**src/hw/rtl/atc_tbd_pkg.sv**
```systemverilog
// Shared types, constants and channel math for the ATC texture block decoder.
package atc_tbd_pkg;

  localparam int unsigned CFG_W     = 13;
  localparam int unsigned WORD_W    = 64;
  localparam int unsigned COORD_W   = 12;
  localparam int unsigned BX_W      = COORD_W - 2;
  localparam int unsigned CHAN_W    = 8;
  localparam int unsigned PIX_N     = 16;
  localparam int unsigned PIX_IDX_W = 4;
  localparam int unsigned Q_DEPTH   = 2;
  localparam int unsigned IDX_W     = 2;

  localparam logic [CFG_W-1:0] DIM_RESET = 13'd4096;

  typedef enum logic [IDX_W-1:0] {
    REG_RGBA_MODE    = 2'd0,
    REG_IMAGE_WIDTH  = 2'd1,
    REG_IMAGE_HEIGHT = 2'd2
  } reg_idx_e;

  // Selector codes
  localparam logic [1:0] SEL_C0    = 2'd0;
  localparam logic [1:0] SEL_THIRD = 2'd1;
  localparam logic [1:0] SEL_MIX   = 2'd2;
  localparam logic [1:0] SEL_C1    = 2'd3;

  typedef struct packed {
    logic [WORD_W-1:0] alpha_word;
    logic [WORD_W-1:0] color_word;
    logic [BX_W-1:0]   blk_y;
    logic [BX_W-1:0]   blk_x;
    logic [PIX_N-1:0]  mask;
    logic              rgba;
  } blk_entry_t;

  // Packed so that pixel_x lands in the lowest bits of tdata.
  typedef struct packed {
    logic [CHAN_W-1:0]  alpha;
    logic [CHAN_W-1:0]  blue;
    logic [CHAN_W-1:0]  green;
    logic [CHAN_W-1:0]  red;
    logic [COORD_W-1:0] pixel_y;
    logic [COORD_W-1:0] pixel_x;
  } pixel_t;

  function automatic logic [CHAN_W-1:0] widen5(logic [4:0] v);
    return {v, v[4:2]};
  endfunction

  function automatic logic [CHAN_W-1:0] widen6(logic [5:0] v);
    return {v, v[5:4]};
  endfunction

  // floor((2a+b)/3) uses 683/2048; error stays below 1/8 for sums up to 765.
  function automatic logic [CHAN_W-1:0] blend(logic [1:0] code, logic [CHAN_W-1:0] a,
                                               logic [CHAN_W-1:0] b);
    logic [9:0]  t3;
    logic [20:0] prod;
    logic [10:0] t8;
    logic [CHAN_W-1:0] res;
    t3   = {1'b0, a, 1'b0} + {2'b00, b};
    prod = 21'(t3) * 21'd683;
    t8   = 11'(a) * 11'd3 + 11'(b) * 11'd5;
    case (code)
      SEL_C0:    res = a;
      SEL_THIRD: res = prod[18:11];
      SEL_MIX:   res = t8[10:3];
      SEL_C1:    res = b;
      default:   res = b;
    endcase
    return res;
  endfunction

endpackage

```
**src/hw/rtl/atc_tbd_front.sv**
```systemverilog
// Front end: config registers, block walking and per-block pixel clip mask.
module atc_tbd_front import atc_tbd_pkg::*; #(
  parameter int unsigned MAX_IMAGE_DIM = 4096
) (
  input  logic              clk_i,
  input  logic              rst_ni,
  input  logic              cfg_we_i,
  input  logic [IDX_W-1:0]  cfg_idx_i,
  input  logic [CFG_W-1:0]  cfg_data_i,
  input  logic              in_valid_i,
  output logic              in_ready_o,
  input  logic [WORD_W-1:0] color_word_i,
  input  logic [WORD_W-1:0] alpha_word_i,
  output logic              ent_valid_o,
  input  logic              ent_ready_i,
  output blk_entry_t        ent_o
);

  localparam int unsigned DIM_W = $clog2(MAX_IMAGE_DIM + 1);
  localparam int unsigned BLK_W = $clog2(MAX_IMAGE_DIM) - 1;
  localparam int unsigned CW    = DIM_W + 1;
  localparam int unsigned MW    = (DIM_W > CFG_W) ? DIM_W : CFG_W;

  logic             rgba_q;
  logic [CFG_W-1:0] width_q, height_q;
  logic [BLK_W-1:0] col_q, col_d, row_q, row_d;
  logic [DIM_W-1:0] w_c, h_c, blk_cols, blk_rows;
  logic [3:0]       x_ok, y_ok;
  logic [PIX_N-1:0] mask;
  logic             accept;

  function automatic logic [DIM_W-1:0] clamp_dim(logic [CFG_W-1:0] v);
    logic [MW-1:0] ve;
    logic [DIM_W-1:0] res;
    ve = MW'(v);
    if (v == '0) begin
      res = DIM_W'(1);
    end else if (ve > MW'(MAX_IMAGE_DIM)) begin
      res = DIM_W'(MAX_IMAGE_DIM);
    end else begin
      res = ve[DIM_W-1:0];
    end
    return res;
  endfunction

  assign w_c      = clamp_dim(width_q);
  assign h_c      = clamp_dim(height_q);
  assign blk_cols = DIM_W'((CW'(w_c) + CW'(3)) >> 2);
  assign blk_rows = DIM_W'((CW'(h_c) + CW'(3)) >> 2);

  always_comb begin
    for (int c = 0; c < 4; c++) begin
      x_ok[c] = CW'({col_q, c[1:0]}) < CW'(w_c);
      y_ok[c] = CW'({row_q, c[1:0]}) < CW'(h_c);
    end
    for (int p = 0; p < PIX_N; p++) begin
      mask[p] = x_ok[p[1:0]] & y_ok[p[3:2]];
    end
  end

  always_comb begin
    col_d = col_q;
    row_d = row_q;
    if (CW'(col_q) + CW'(1) >= CW'(blk_cols)) begin
      col_d = '0;
      row_d = (CW'(row_q) + CW'(1) >= CW'(blk_rows)) ? '0 : row_q + BLK_W'(1);
    end else begin
      col_d = col_q + BLK_W'(1);
    end
  end

  assign accept      = in_valid_i && ent_ready_i;
  assign in_ready_o  = ent_ready_i;
  assign ent_valid_o = in_valid_i;

  assign ent_o.alpha_word = alpha_word_i;
  assign ent_o.color_word = color_word_i;
  assign ent_o.blk_x      = BX_W'(col_q);
  assign ent_o.blk_y      = BX_W'(row_q);
  assign ent_o.mask       = mask;
  assign ent_o.rgba       = rgba_q;

  always_ff @(posedge clk_i or negedge rst_ni) begin
    if (!rst_ni) begin
      rgba_q   <= 1'b0;
      width_q  <= DIM_RESET;
      height_q <= DIM_RESET;
    end else if (cfg_we_i) begin
      case (reg_idx_e'(cfg_idx_i))
        REG_RGBA_MODE:    rgba_q   <= cfg_data_i[0];
        REG_IMAGE_WIDTH:  width_q  <= cfg_data_i;
        REG_IMAGE_HEIGHT: height_q <= cfg_data_i;
        default: ;
      endcase
    end
  end

  always_ff @(posedge clk_i or negedge rst_ni) begin
    if (!rst_ni) begin
      col_q <= '0;
      row_q <= '0;
    end else if (accept) begin
      col_q <= col_d;
      row_q <= row_d;
    end
  end

endmodule

```
**src/hw/rtl/atc_tbd_fifo.sv**
```systemverilog
// Short block queue between the front and back ends.
module atc_tbd_fifo import atc_tbd_pkg::*; (
  input  logic       clk_i,
  input  logic       rst_ni,
  input  logic       push_valid_i,
  output logic       push_ready_o,
  input  blk_entry_t push_data_i,
  output logic       pop_valid_o,
  input  logic       pop_ready_i,
  output blk_entry_t pop_data_o
);

  localparam int unsigned PTR_W = (Q_DEPTH > 1) ? $clog2(Q_DEPTH) : 1;
  localparam int unsigned CNT_W = $clog2(Q_DEPTH + 1);

  blk_entry_t       mem_q [Q_DEPTH];
  logic [PTR_W-1:0] wr_ptr_q, rd_ptr_q;
  logic [CNT_W-1:0] cnt_q;
  logic             push, pop;

  function automatic logic [PTR_W-1:0] ptr_inc(logic [PTR_W-1:0] p);
    return (p == PTR_W'(Q_DEPTH - 1)) ? '0 : p + PTR_W'(1);
  endfunction

  assign push_ready_o = cnt_q != CNT_W'(Q_DEPTH);
  assign pop_valid_o  = cnt_q != '0;
  assign push         = push_valid_i && push_ready_o;
  assign pop          = pop_valid_o && pop_ready_i;
  assign pop_data_o   = mem_q[rd_ptr_q];

  always_ff @(posedge clk_i) begin
    if (push) begin
      mem_q[wr_ptr_q] <= push_data_i;
    end
  end

  always_ff @(posedge clk_i or negedge rst_ni) begin
    if (!rst_ni) begin
      wr_ptr_q <= '0;
      rd_ptr_q <= '0;
      cnt_q    <= '0;
    end else begin
      if (push) wr_ptr_q <= ptr_inc(wr_ptr_q);
      if (pop)  rd_ptr_q <= ptr_inc(rd_ptr_q);
      if (push && !pop) begin
        cnt_q <= cnt_q + CNT_W'(1);
      end else if (pop && !push) begin
        cnt_q <= cnt_q - CNT_W'(1);
      end
    end
  end

endmodule

```
**src/hw/rtl/atc_tbd_back.sv**
```systemverilog
// Back end: walks the head block's clip mask; a pixel per cycle unless stalled.
module atc_tbd_back import atc_tbd_pkg::*; (
  input  logic       clk_i,
  input  logic       rst_ni,
  input  logic       ent_valid_i,
  output logic       ent_ready_o,
  input  blk_entry_t ent_i,
  output logic       out_valid_o,
  input  logic       out_ready_i,
  output pixel_t     out_pix_o,
  output logic       out_last_o
);

  logic                 started_q;
  logic [PIX_N-1:0]     rem_q, rem, rem_next;
  logic [PIX_IDX_W-1:0] pix_idx;
  logic                 stage_free, go, emit;
  logic                 out_valid_q, out_last_q;
  pixel_t               out_pix_q, pix;
  logic [31:0]          sel;
  logic [1:0]           code;
  logic [3:0]           nib;
  logic [15:0]          e0, e1;

  assign rem = started_q ? rem_q : ent_i.mask;

  // lowest pending pixel first: row-major order
  always_comb begin
    pix_idx = '0;
    for (int i = PIX_N - 1; i >= 0; i--) begin
      if (rem[i]) pix_idx = PIX_IDX_W'(i);
    end
  end

  assign rem_next    = rem & ~(PIX_N'(1) << pix_idx);
  assign stage_free  = !out_valid_q || out_ready_i;
  assign go          = ent_valid_i && stage_free;
  assign emit        = go && (rem != '0);
  assign ent_ready_o = go && (rem_next == '0);

  assign e0   = ent_i.color_word[15:0];
  assign e1   = ent_i.color_word[31:16];
  assign sel  = ent_i.color_word[63:32];
  assign code = sel[{pix_idx, 1'b0} +: 2];
  assign nib  = ent_i.alpha_word[{pix_idx, 2'b00} +: 4];

  always_comb begin
    pix.pixel_x = {ent_i.blk_x, pix_idx[1:0]};
    pix.pixel_y = {ent_i.blk_y, pix_idx[3:2]};
    pix.red     = blend(code, widen5(e0[14:10]), widen5(e1[15:11]));
    pix.green   = blend(code, widen5(e0[9:5]),   widen6(e1[10:5]));
    pix.blue    = blend(code, widen5(e0[4:0]),   widen5(e1[4:0]));
    pix.alpha   = ent_i.rgba ? {nib, nib} : 8'hFF;
  end

  always_ff @(posedge clk_i or negedge rst_ni) begin
    if (!rst_ni) begin
      started_q   <= 1'b0;
      rem_q       <= '0;
      out_valid_q <= 1'b0;
      out_last_q  <= 1'b0;
    end else begin
      if (go) begin
        started_q <= rem_next != '0;
        rem_q     <= rem_next;
      end
      if (stage_free) begin
        out_valid_q <= emit;
      end
      if (emit) begin
        out_last_q <= rem_next == '0;
      end
    end
  end

  always_ff @(posedge clk_i) begin
    if (emit) begin
      out_pix_q <= pix;
    end
  end

  assign out_valid_o = out_valid_q;
  assign out_pix_o   = out_pix_q;
  assign out_last_o  = out_last_q;

`ifndef SYNTHESIS
  a_head_held: assert property (@(posedge clk_i) disable iff (!rst_ni)
    started_q |-> ent_valid_i)
    else $error("block head left the queue mid-block");

  a_pick_pending: assert property (@(posedge clk_i) disable iff (!rst_ni)
    emit |-> rem[pix_idx])
    else $error("emitted pixel not pending");

  a_pop_last: assert property (@(posedge clk_i) disable iff (!rst_ni)
    (ent_valid_i && ent_ready_o && rem != '0) |=> (out_valid_q && out_last_q))
    else $error("block retired without a last pixel");

  a_mid_block: assert property (@(posedge clk_i) disable iff (!rst_ni)
    (out_valid_q && !out_last_q) |-> started_q)
    else $error("non-last pixel pending without an open block");
`endif

endmodule

```
**src/hw/rtl/atc_texture_block_decoder_top.sv**
```systemverilog
// ATC texture block decoder top level: config port, front end, queue, back end.
// Decodes one 4x4 ATC block per input transaction into up to sixteen pixel
// transactions, in raster block order (blocks left to right, then down; the walk
// wraps back to the first block after the last one). The output carries one pixel
// per cycle while the output is not stalled; a block wholly outside the image retires
// with no output. A taken block is written into the queue, and its first pixel is
// then registered in the back end's output stage from the queue head.
// A two-entry block queue lets the input take new blocks while the back end is
// still emitting pixels. Write configuration only while the block is idle.
module atc_texture_block_decoder_top import atc_tbd_pkg::*; #(
  parameter int unsigned MAX_IMAGE_DIM = 4096
) (
  input  logic                 clk_i,
  input  logic                 rst_ni,
  input  logic                 cfg_we_i,
  input  logic [IDX_W-1:0]     cfg_idx_i,
  input  logic [CFG_W-1:0]     cfg_data_i,
  input  logic                 s_axis_tvalid,
  output logic                 s_axis_tready,
  input  logic [2*WORD_W-1:0]  s_axis_tdata,   // color_word, alpha_word
  output logic                 m_axis_tvalid,
  input  logic                 m_axis_tready,
  output logic [$bits(pixel_t)-1:0] m_axis_tdata, // pixel_x, pixel_y, red, green, blue, alpha
  output logic                 m_axis_tlast
);

  logic       f_valid, f_ready, b_valid, b_ready;
  blk_entry_t f_ent, b_ent;
  pixel_t     out_pix;

  atc_tbd_front #(
    .MAX_IMAGE_DIM(MAX_IMAGE_DIM)
  ) u_front (
    .clk_i        (clk_i),
    .rst_ni       (rst_ni),
    .cfg_we_i     (cfg_we_i),
    .cfg_idx_i    (cfg_idx_i),
    .cfg_data_i   (cfg_data_i),
    .in_valid_i   (s_axis_tvalid),
    .in_ready_o   (s_axis_tready),
    .color_word_i (s_axis_tdata[WORD_W-1:0]),
    .alpha_word_i (s_axis_tdata[2*WORD_W-1:WORD_W]),
    .ent_valid_o  (f_valid),
    .ent_ready_i  (f_ready),
    .ent_o        (f_ent)
  );

  atc_tbd_fifo u_fifo (
    .clk_i        (clk_i),
    .rst_ni       (rst_ni),
    .push_valid_i (f_valid),
    .push_ready_o (f_ready),
    .push_data_i  (f_ent),
    .pop_valid_o  (b_valid),
    .pop_ready_i  (b_ready),
    .pop_data_o   (b_ent)
  );

  atc_tbd_back u_back (
    .clk_i       (clk_i),
    .rst_ni      (rst_ni),
    .ent_valid_i (b_valid),
    .ent_ready_o (b_ready),
    .ent_i       (b_ent),
    .out_valid_o (m_axis_tvalid),
    .out_ready_i (m_axis_tready),
    .out_pix_o   (out_pix),
    .out_last_o  (m_axis_tlast)
  );

  assign m_axis_tdata = out_pix;

endmodule

```
**config.mk**
```make
export PLATFORM = sky130hd
export DESIGN_NAME = atc_texture_block_decoder_top
export DESIGN_NICKNAME = d
export VERILOG_FILES = /design/src/hw/rtl/atc_tbd_pkg.sv /design/src/hw/rtl/atc_tbd_front.sv /design/src/hw/rtl/atc_tbd_fifo.sv /design/src/hw/rtl/atc_tbd_back.sv /design/src/hw/rtl/atc_texture_block_decoder_top.sv
export SDC_FILE = /design/constraint.sdc
export NUM_CORES = 1
export LEC_CHECK = 0
export ABC_AREA = 0
export BUFFER_PORTS_ARGS = -buffer_cell sky130_fd_sc_hd__buf_2
export CAP_MARGIN = 5
export CORE_ASPECT_RATIO = 0.5
export CORE_UTILIZATION = 45
export CTS_CLUSTER_SIZE = 24
export DETAILED_ROUTE_END_ITERATION = 7
export PLACE_DENSITY = 0.74
export SLEW_MARGIN = 10
export SYNTH_ARGS = -nofsm -noshare
export SYNTH_HDL_FRONTEND = slang
export SYNTH_SLANG_ARGS = --single-unit
```
**constraint.sdc**
```tcl
create_clock -name clk_i -period 9.19 [get_ports clk_i]
set_input_delay 1.3785 -clock clk_i [delete_from_list [all_inputs] [get_ports clk_i]]
set_output_delay 1.3785 -clock clk_i [all_outputs]
set_load 0.1 [all_outputs]
```
Word-level counts from Yosys, hierarchy flattened
Memory sizes are Yosys's and may differ from the RTL's.
Index checks and enable logic that the tools add are counted.
- memories: 1
- memory bits (writable): 330
- word-level logic and storage cells: 139
- register bits after elaboration: 128
- output and inout bits: 59
- input port bits: 148
- memory list (name ; depth ; width ; read ports ; clocked after Yosys merged registers in ; wr ports ; RTL line ; text):
    u_fifo.mem_q ; 2 ; 165 ; 1 ; 0 ; 1 ; atc_tbd_fifo.sv:16 ; blk_entry_t mem_q [Q_DEPTH];
- $lt $le $gt $ge: 12
- bitwise gates (word level): 18
- shift operators: 3
- $add $sub $neg: 16
- reductions and logical operators: 24
- muxes and demuxes: 32
- eq/ne operators: 6
- multipliers: 9
- operators by type and width (kind ; number):
    < comparator 13 bit ; 8
    case mux 8 bit (4 select lines) ; 3
    two-way mux 4 bit ; 16
    indexed part select 64 x 7 -> 4 bit ; 1
    multiplier 10 x 10 -> 19 bit (second input constant) ; 3
    two-way mux 13 bit ; 4
    adder 10 x 11 -> 11 bit ; 3
    multiplier 8 x 3 -> 11 bit (second input constant) ; 3
    nonzero test 16 bit ; 2
    indexed part select 32 x 6 -> 2 bit ; 1
    adder 9 x 8 -> 10 bit ; 3
    multiplier 8 x 2 -> 10 bit (second input constant) ; 3
    adder 13 x 2 -> 14 bit (second input constant) ; 2
    >= comparator 14 x 12 -> 1 bit ; 2
    > comparator 13 bit (second input constant) ; 2
    zero test 13 bit ; 2
    adder 11 x 1 -> 12 bit (second input constant) ; 2
    adder 11 x 1 -> 11 bit (second input constant) ; 2
    two-way mux 11 bit ; 2
    bitwise AND 1 bit ; 16
    bitwise AND 16 bit ; 1
    zero test 16 bit ; 1
    two-way mux 16 bit ; 1
    NOT 16 bit ; 1
    15 further kinds ; 36

Longest topological paths before layout
An unclocked memory read counts as a cell.
- depth after elaboration: 27
- gate-level depth with buffers: 39
- depth with buffers taken out: 32

Cells and area by module
From an unflattened synthesis, not the netlist that was laid out.
- cells, all modules: 2421
- area total of the unflattened synthesis: 29769.8 µm²
- by module, submodules not included (module ; area each (µm²) ; times used ; sequential area each (µm²) ; cells each):
    atc_tbd_back ; 12429.4 ; 1 ; 2037.0 ; 1306
    atc_tbd_fifo ; 12144.1 ; 1 ; 10009.6 ; 531
    atc_tbd_front ; 5196.2 ; 1 ; 1228.7 ; 584

Worst setup path after synthesis
No wires, ideal clock.
- path type: in2reg
- from: in s_axis_tvalid
- to: mem u_fifo.mem_q[0][0] (netlist name) (enable)
- cell stages on the path: 3
- arrival: 8.501 ns
- setup time: 0.691 ns
- required time: 8.499 ns
- buffers on the path: 1
- slack: -0.002 ns
- cell sequence: nand2_1 > clkbuf_1 > nor2_1
- word-level cells in the longest chain between the ends: 3
- ends and longest elaborated chain (element ; RTL line ; text):
    from (decl) ; atc_texture_block_decoder_top.sv:18 ; input logic s_axis_tvalid,
    logical AND 1 bit ; atc_tbd_fifo.sv:27 ; assign push = push_valid_i && push_ready_o;
    two-way mux 1 bit ; atc_tbd_fifo.sv:32 ; if (push) begin
    two-way mux 1 bit (implied by the code) ; atc_tbd_fifo.sv:33 ; mem_q[wr_ptr_q] <= push_data_i;
    to (decl) ; atc_tbd_fifo.sv:16 ;
Every way passes these cells.

==> flow_metrics.env <==
export IMPL_finalSetupTns_ns=0
export IMPL_drt_iter0_drc=1162
export IMPL_worstPathArrival_ns=8.58
export IMPL_overflow=0
export IMPL_rsz0062_at_grt="no"
export IMPL_yosysUniqueCellTypes=99
export IMPL_synthToLayoutAreaGrowth_pct=11.8
export IMPL_die_area_sq_mm=0.0636
export IMPL_violations="DRC"
export IMPL_grt_pass1_vias=17700
export IMPL_clock_path_buffers=3
export IMPL_ys_seq_area_share_pct=47.0
export IMPL_crit_type="reg2reg"
export IMPL_ys_ff_latch=452
export IMPL_firstDrtPassIters=7
export IMPL_start_util_pct=45.8
export IMPL_slew_violations=0
export IMPL_wire_per_inst_um=18.5
export IMPL_dp_hpwl_um=44200
export IMPL_nets=2952
export IMPL_numPortBuffers=205
export IMPL_run_status="complete, but fails checks"
export IMPL_worst_pin_slew_ns=1.16
export IMPL_synthFlopType="edfxtp_1"
export IMPL_cts_buffers=44
export IMPL_viasPerCell=5.40
export IMPL_setup_viol=0
export IMPL_synthCells=2196
export IMPL_syn_area_per_cell_sq_um=12.8
export IMPL_start_kind="register"
export IMPL_hold_class="reg2reg"
export IMPL_fin_skew_ns=0.0309
export IMPL_ys_warn_count=0
export IMPL_grt_pass1_wl_um=93600
export IMPL_grt_util_all_layers_pct=18.6
export IMPL_core_area_sq_mm=0.0614
export IMPL_cts_resized_gates=0
export IMPL_clk_latency_ns=0.57
export IMPL_path_max_fanout=36
export IMPL_pin_count=207
export IMPL_relSlewSlack_pct=22.5
export IMPL_cap_violations=0
export IMPL_vias=17700
export IMPL_drt_drc_violations_left=4
export IMPL_row_count=64
export IMPL_worstPathRequired_ns=9.49
export IMPL_postCtsSetupRepairBufs=0
export IMPL_cp_slowest_stage_delay_ns=0.77
export IMPL_detail_route_antenna_nets=0
export IMPL_async_reset_ff_share_pct=15.9
export IMPL_synth_area_sq_mm=0.0281
export IMPL_root_buffer="clkbuf_16"
export IMPL_htreeDepth=2
export IMPL_cts_sinks=452
export IMPL_fmax_mhz=121
export IMPL_final_hold_viol_count=0
export IMPL_layout_drive_gt1_share_pct=18.1
export IMPL_place_gp_congestion=0.884
export IMPL_finalCritPeriodShare_pct=90.1
export IMPL_crit_top_cell="inv_1"
export IMPL_cts_reportedPaths_clkPinSlew_ns=0.07
export IMPL_r2r_setup_slack_ns=0.91
export IMPL_cts_tree="yes"
export IMPL_hold_buffers=0
export IMPL_synth_edf_count=380
export IMPL_fp_dieW_um=356
export IMPL_grt_max_degree=165
export IMPL_critPathCaptureType="register"
export IMPL_slowest_stage="dfrtp_4"
export IMPL_postRouteWirelength_um=60600
export IMPL_fp_dieH_um=179
export IMPL_finalCriticalPeriod_ns=8.28
export IMPL_antenna_found_initial=7
-- cell families (layout without fill, tap and decap cells) --
logic type,after synthesis,after routing,share of synthesized area [%]
adders and majority gates,396,396,20.3
DFF,452,452,47.0
muxes,234,234,9.76
xor gates and xnor gates,96,96,2.99
buffers and inverters,329,575,4.88
other,1,12,0.0133
and+or+nand+nor,354,354,6.40
AOI/OAI and AO/OA,334,334,8.64
-- per-layer routing --
layer	vias up	track usage [%]	part of all wire, %
met5	-	0	0
met4	0	5.78	2.5
met3	96	2.87	4.4
met2	371	33.2	51
met1	8802	23.3	42
li1	8441	-	-
-- final timing paths --
kind,start,end,depth (start not counted)
worst min register to register,u_back.rem_q[12]$_DFFE_PN0P_,u_back.rem_q[12]$_DFFE_PN0P_,1
worst min-delay path,u_back.rem_q[12]$_DFFE_PN0P_,u_back.rem_q[12]$_DFFE_PN0P_,1
min in group asynchronous,rst_ni,u_front.col_q[8]$_DFFE_PN0P_,1
max in group asynchronous,rst_ni,u_fifo.rd_ptr_q$_DFFE_PN0P_,1
worst max-delay path,u_fifo.rd_ptr_q$_DFFE_PN0P_,u_back.out_pix_o[31]$_DFFE_PP_,31
worst max register to register,u_fifo.rd_ptr_q$_DFFE_PN0P_,u_back.out_pix_o[31]$_DFFE_PP_,31
-- metrics by stage --
step	hold WS [ns]	setup slack (ns)	utilization [%]	cells	area, sq um
after floorplan	0.438	0.359	-	2197	28100
after global placement	0.460	1.03	48.8	3187	30000
after detailed placement	0.471	0.885	48.8	3187	30000
after CTS	0.486	0.873	51.2	3268	31400
after global routing	0.499	0.216	51.2	3275	31400
final	0.478	0.908	51.2	3278	31500
-- synth_stat cells (24+ instances only) --
| cell type | n | area, sq um |
|---|---|---|
| a21o_1 | 33 | 248 |
| xnor2_1 | 72 | 631 |
| edfxtp_1 | 380 | 11400 |
| a21oi_1 | 71 | 355 |
| ha_1 | 294 | 3680 |
| mux2i_1 | 117 | 1170 |
| nand2_1 | 107 | 402 |
| o21a_1 | 28 | 210 |
| nor2b_1 | 24 | 150 |
| inv_1 | 269 | 1010 |
| o21ai_0 | 57 | 285 |
| mux2_2 | 87 | 980 |
| dfrtp_1 | 70 | 1750 |
| nor2_1 | 55 | 206 |
| nand3_1 | 26 | 130 |
| nor3_1 | 27 | 135 |
| xor2_1 | 24 | 210 |
| fa_1 | 102 | 2040 |
-- area by class of cell --
cell class | count | area (sq um)
Fill cell | 5197 | 30000
Antenna cell | 10 | 25.0
Timing Repair Buffer | 220 | 1150
Clock buffer | 59 | 1210
Multi-Input combinational cell | 1416 | 13600
Inverter | 274 | 1030
Tap cell | 825 | 1030
Sequential cell | 452 | 13200
Clock inverter | 22 | 223
-- state kept, by name (all words and copies together), names as in the netlist, 2 cells and up --
register and flops:
u_fifo.mem_q 328, u_back.out_pix_o 52, u_back.rem_q 16, u_front.height_q 13
u_front.width_q 13, u_front.col_q 11, u_front.row_q 11, u_fifo.cnt_q 2
-- layout by cell type, fill, tap and decap left out, types with 27 or more instances in the layout --
cell type	instances
mux2i_1	117
ha_1	294
clkbuf_16	44
nor2_1	54
fa_1	102
mux2_2	87
xnor2_1	72
a21o_1	33
inv_1	268
o21a_1	28
nand2_1	107
dfrtp_1	69
buf_2	204
edfxtp_1	380
a21oi_1	71
o21ai_0	57
nor3_1	27
-- worst max-delay path: cells and delay by family (launching register included) --
kind / cells / cell delay [ns]
buffers and inverters: 7 / 0.57
xor gates and xnor gates: 2 / 0.51
AOI/OAI and AO/OA: 9 / 1.45
adders and majority gates: 8 / 3.00
muxes: 2 / 0.94
and+or+nand+nor: 3 / 0.75
DFF: 1 / 0.77
Power is not shown: default switching activity piles up to over one toggle a cycle in this logic, so the estimate is an artifact.
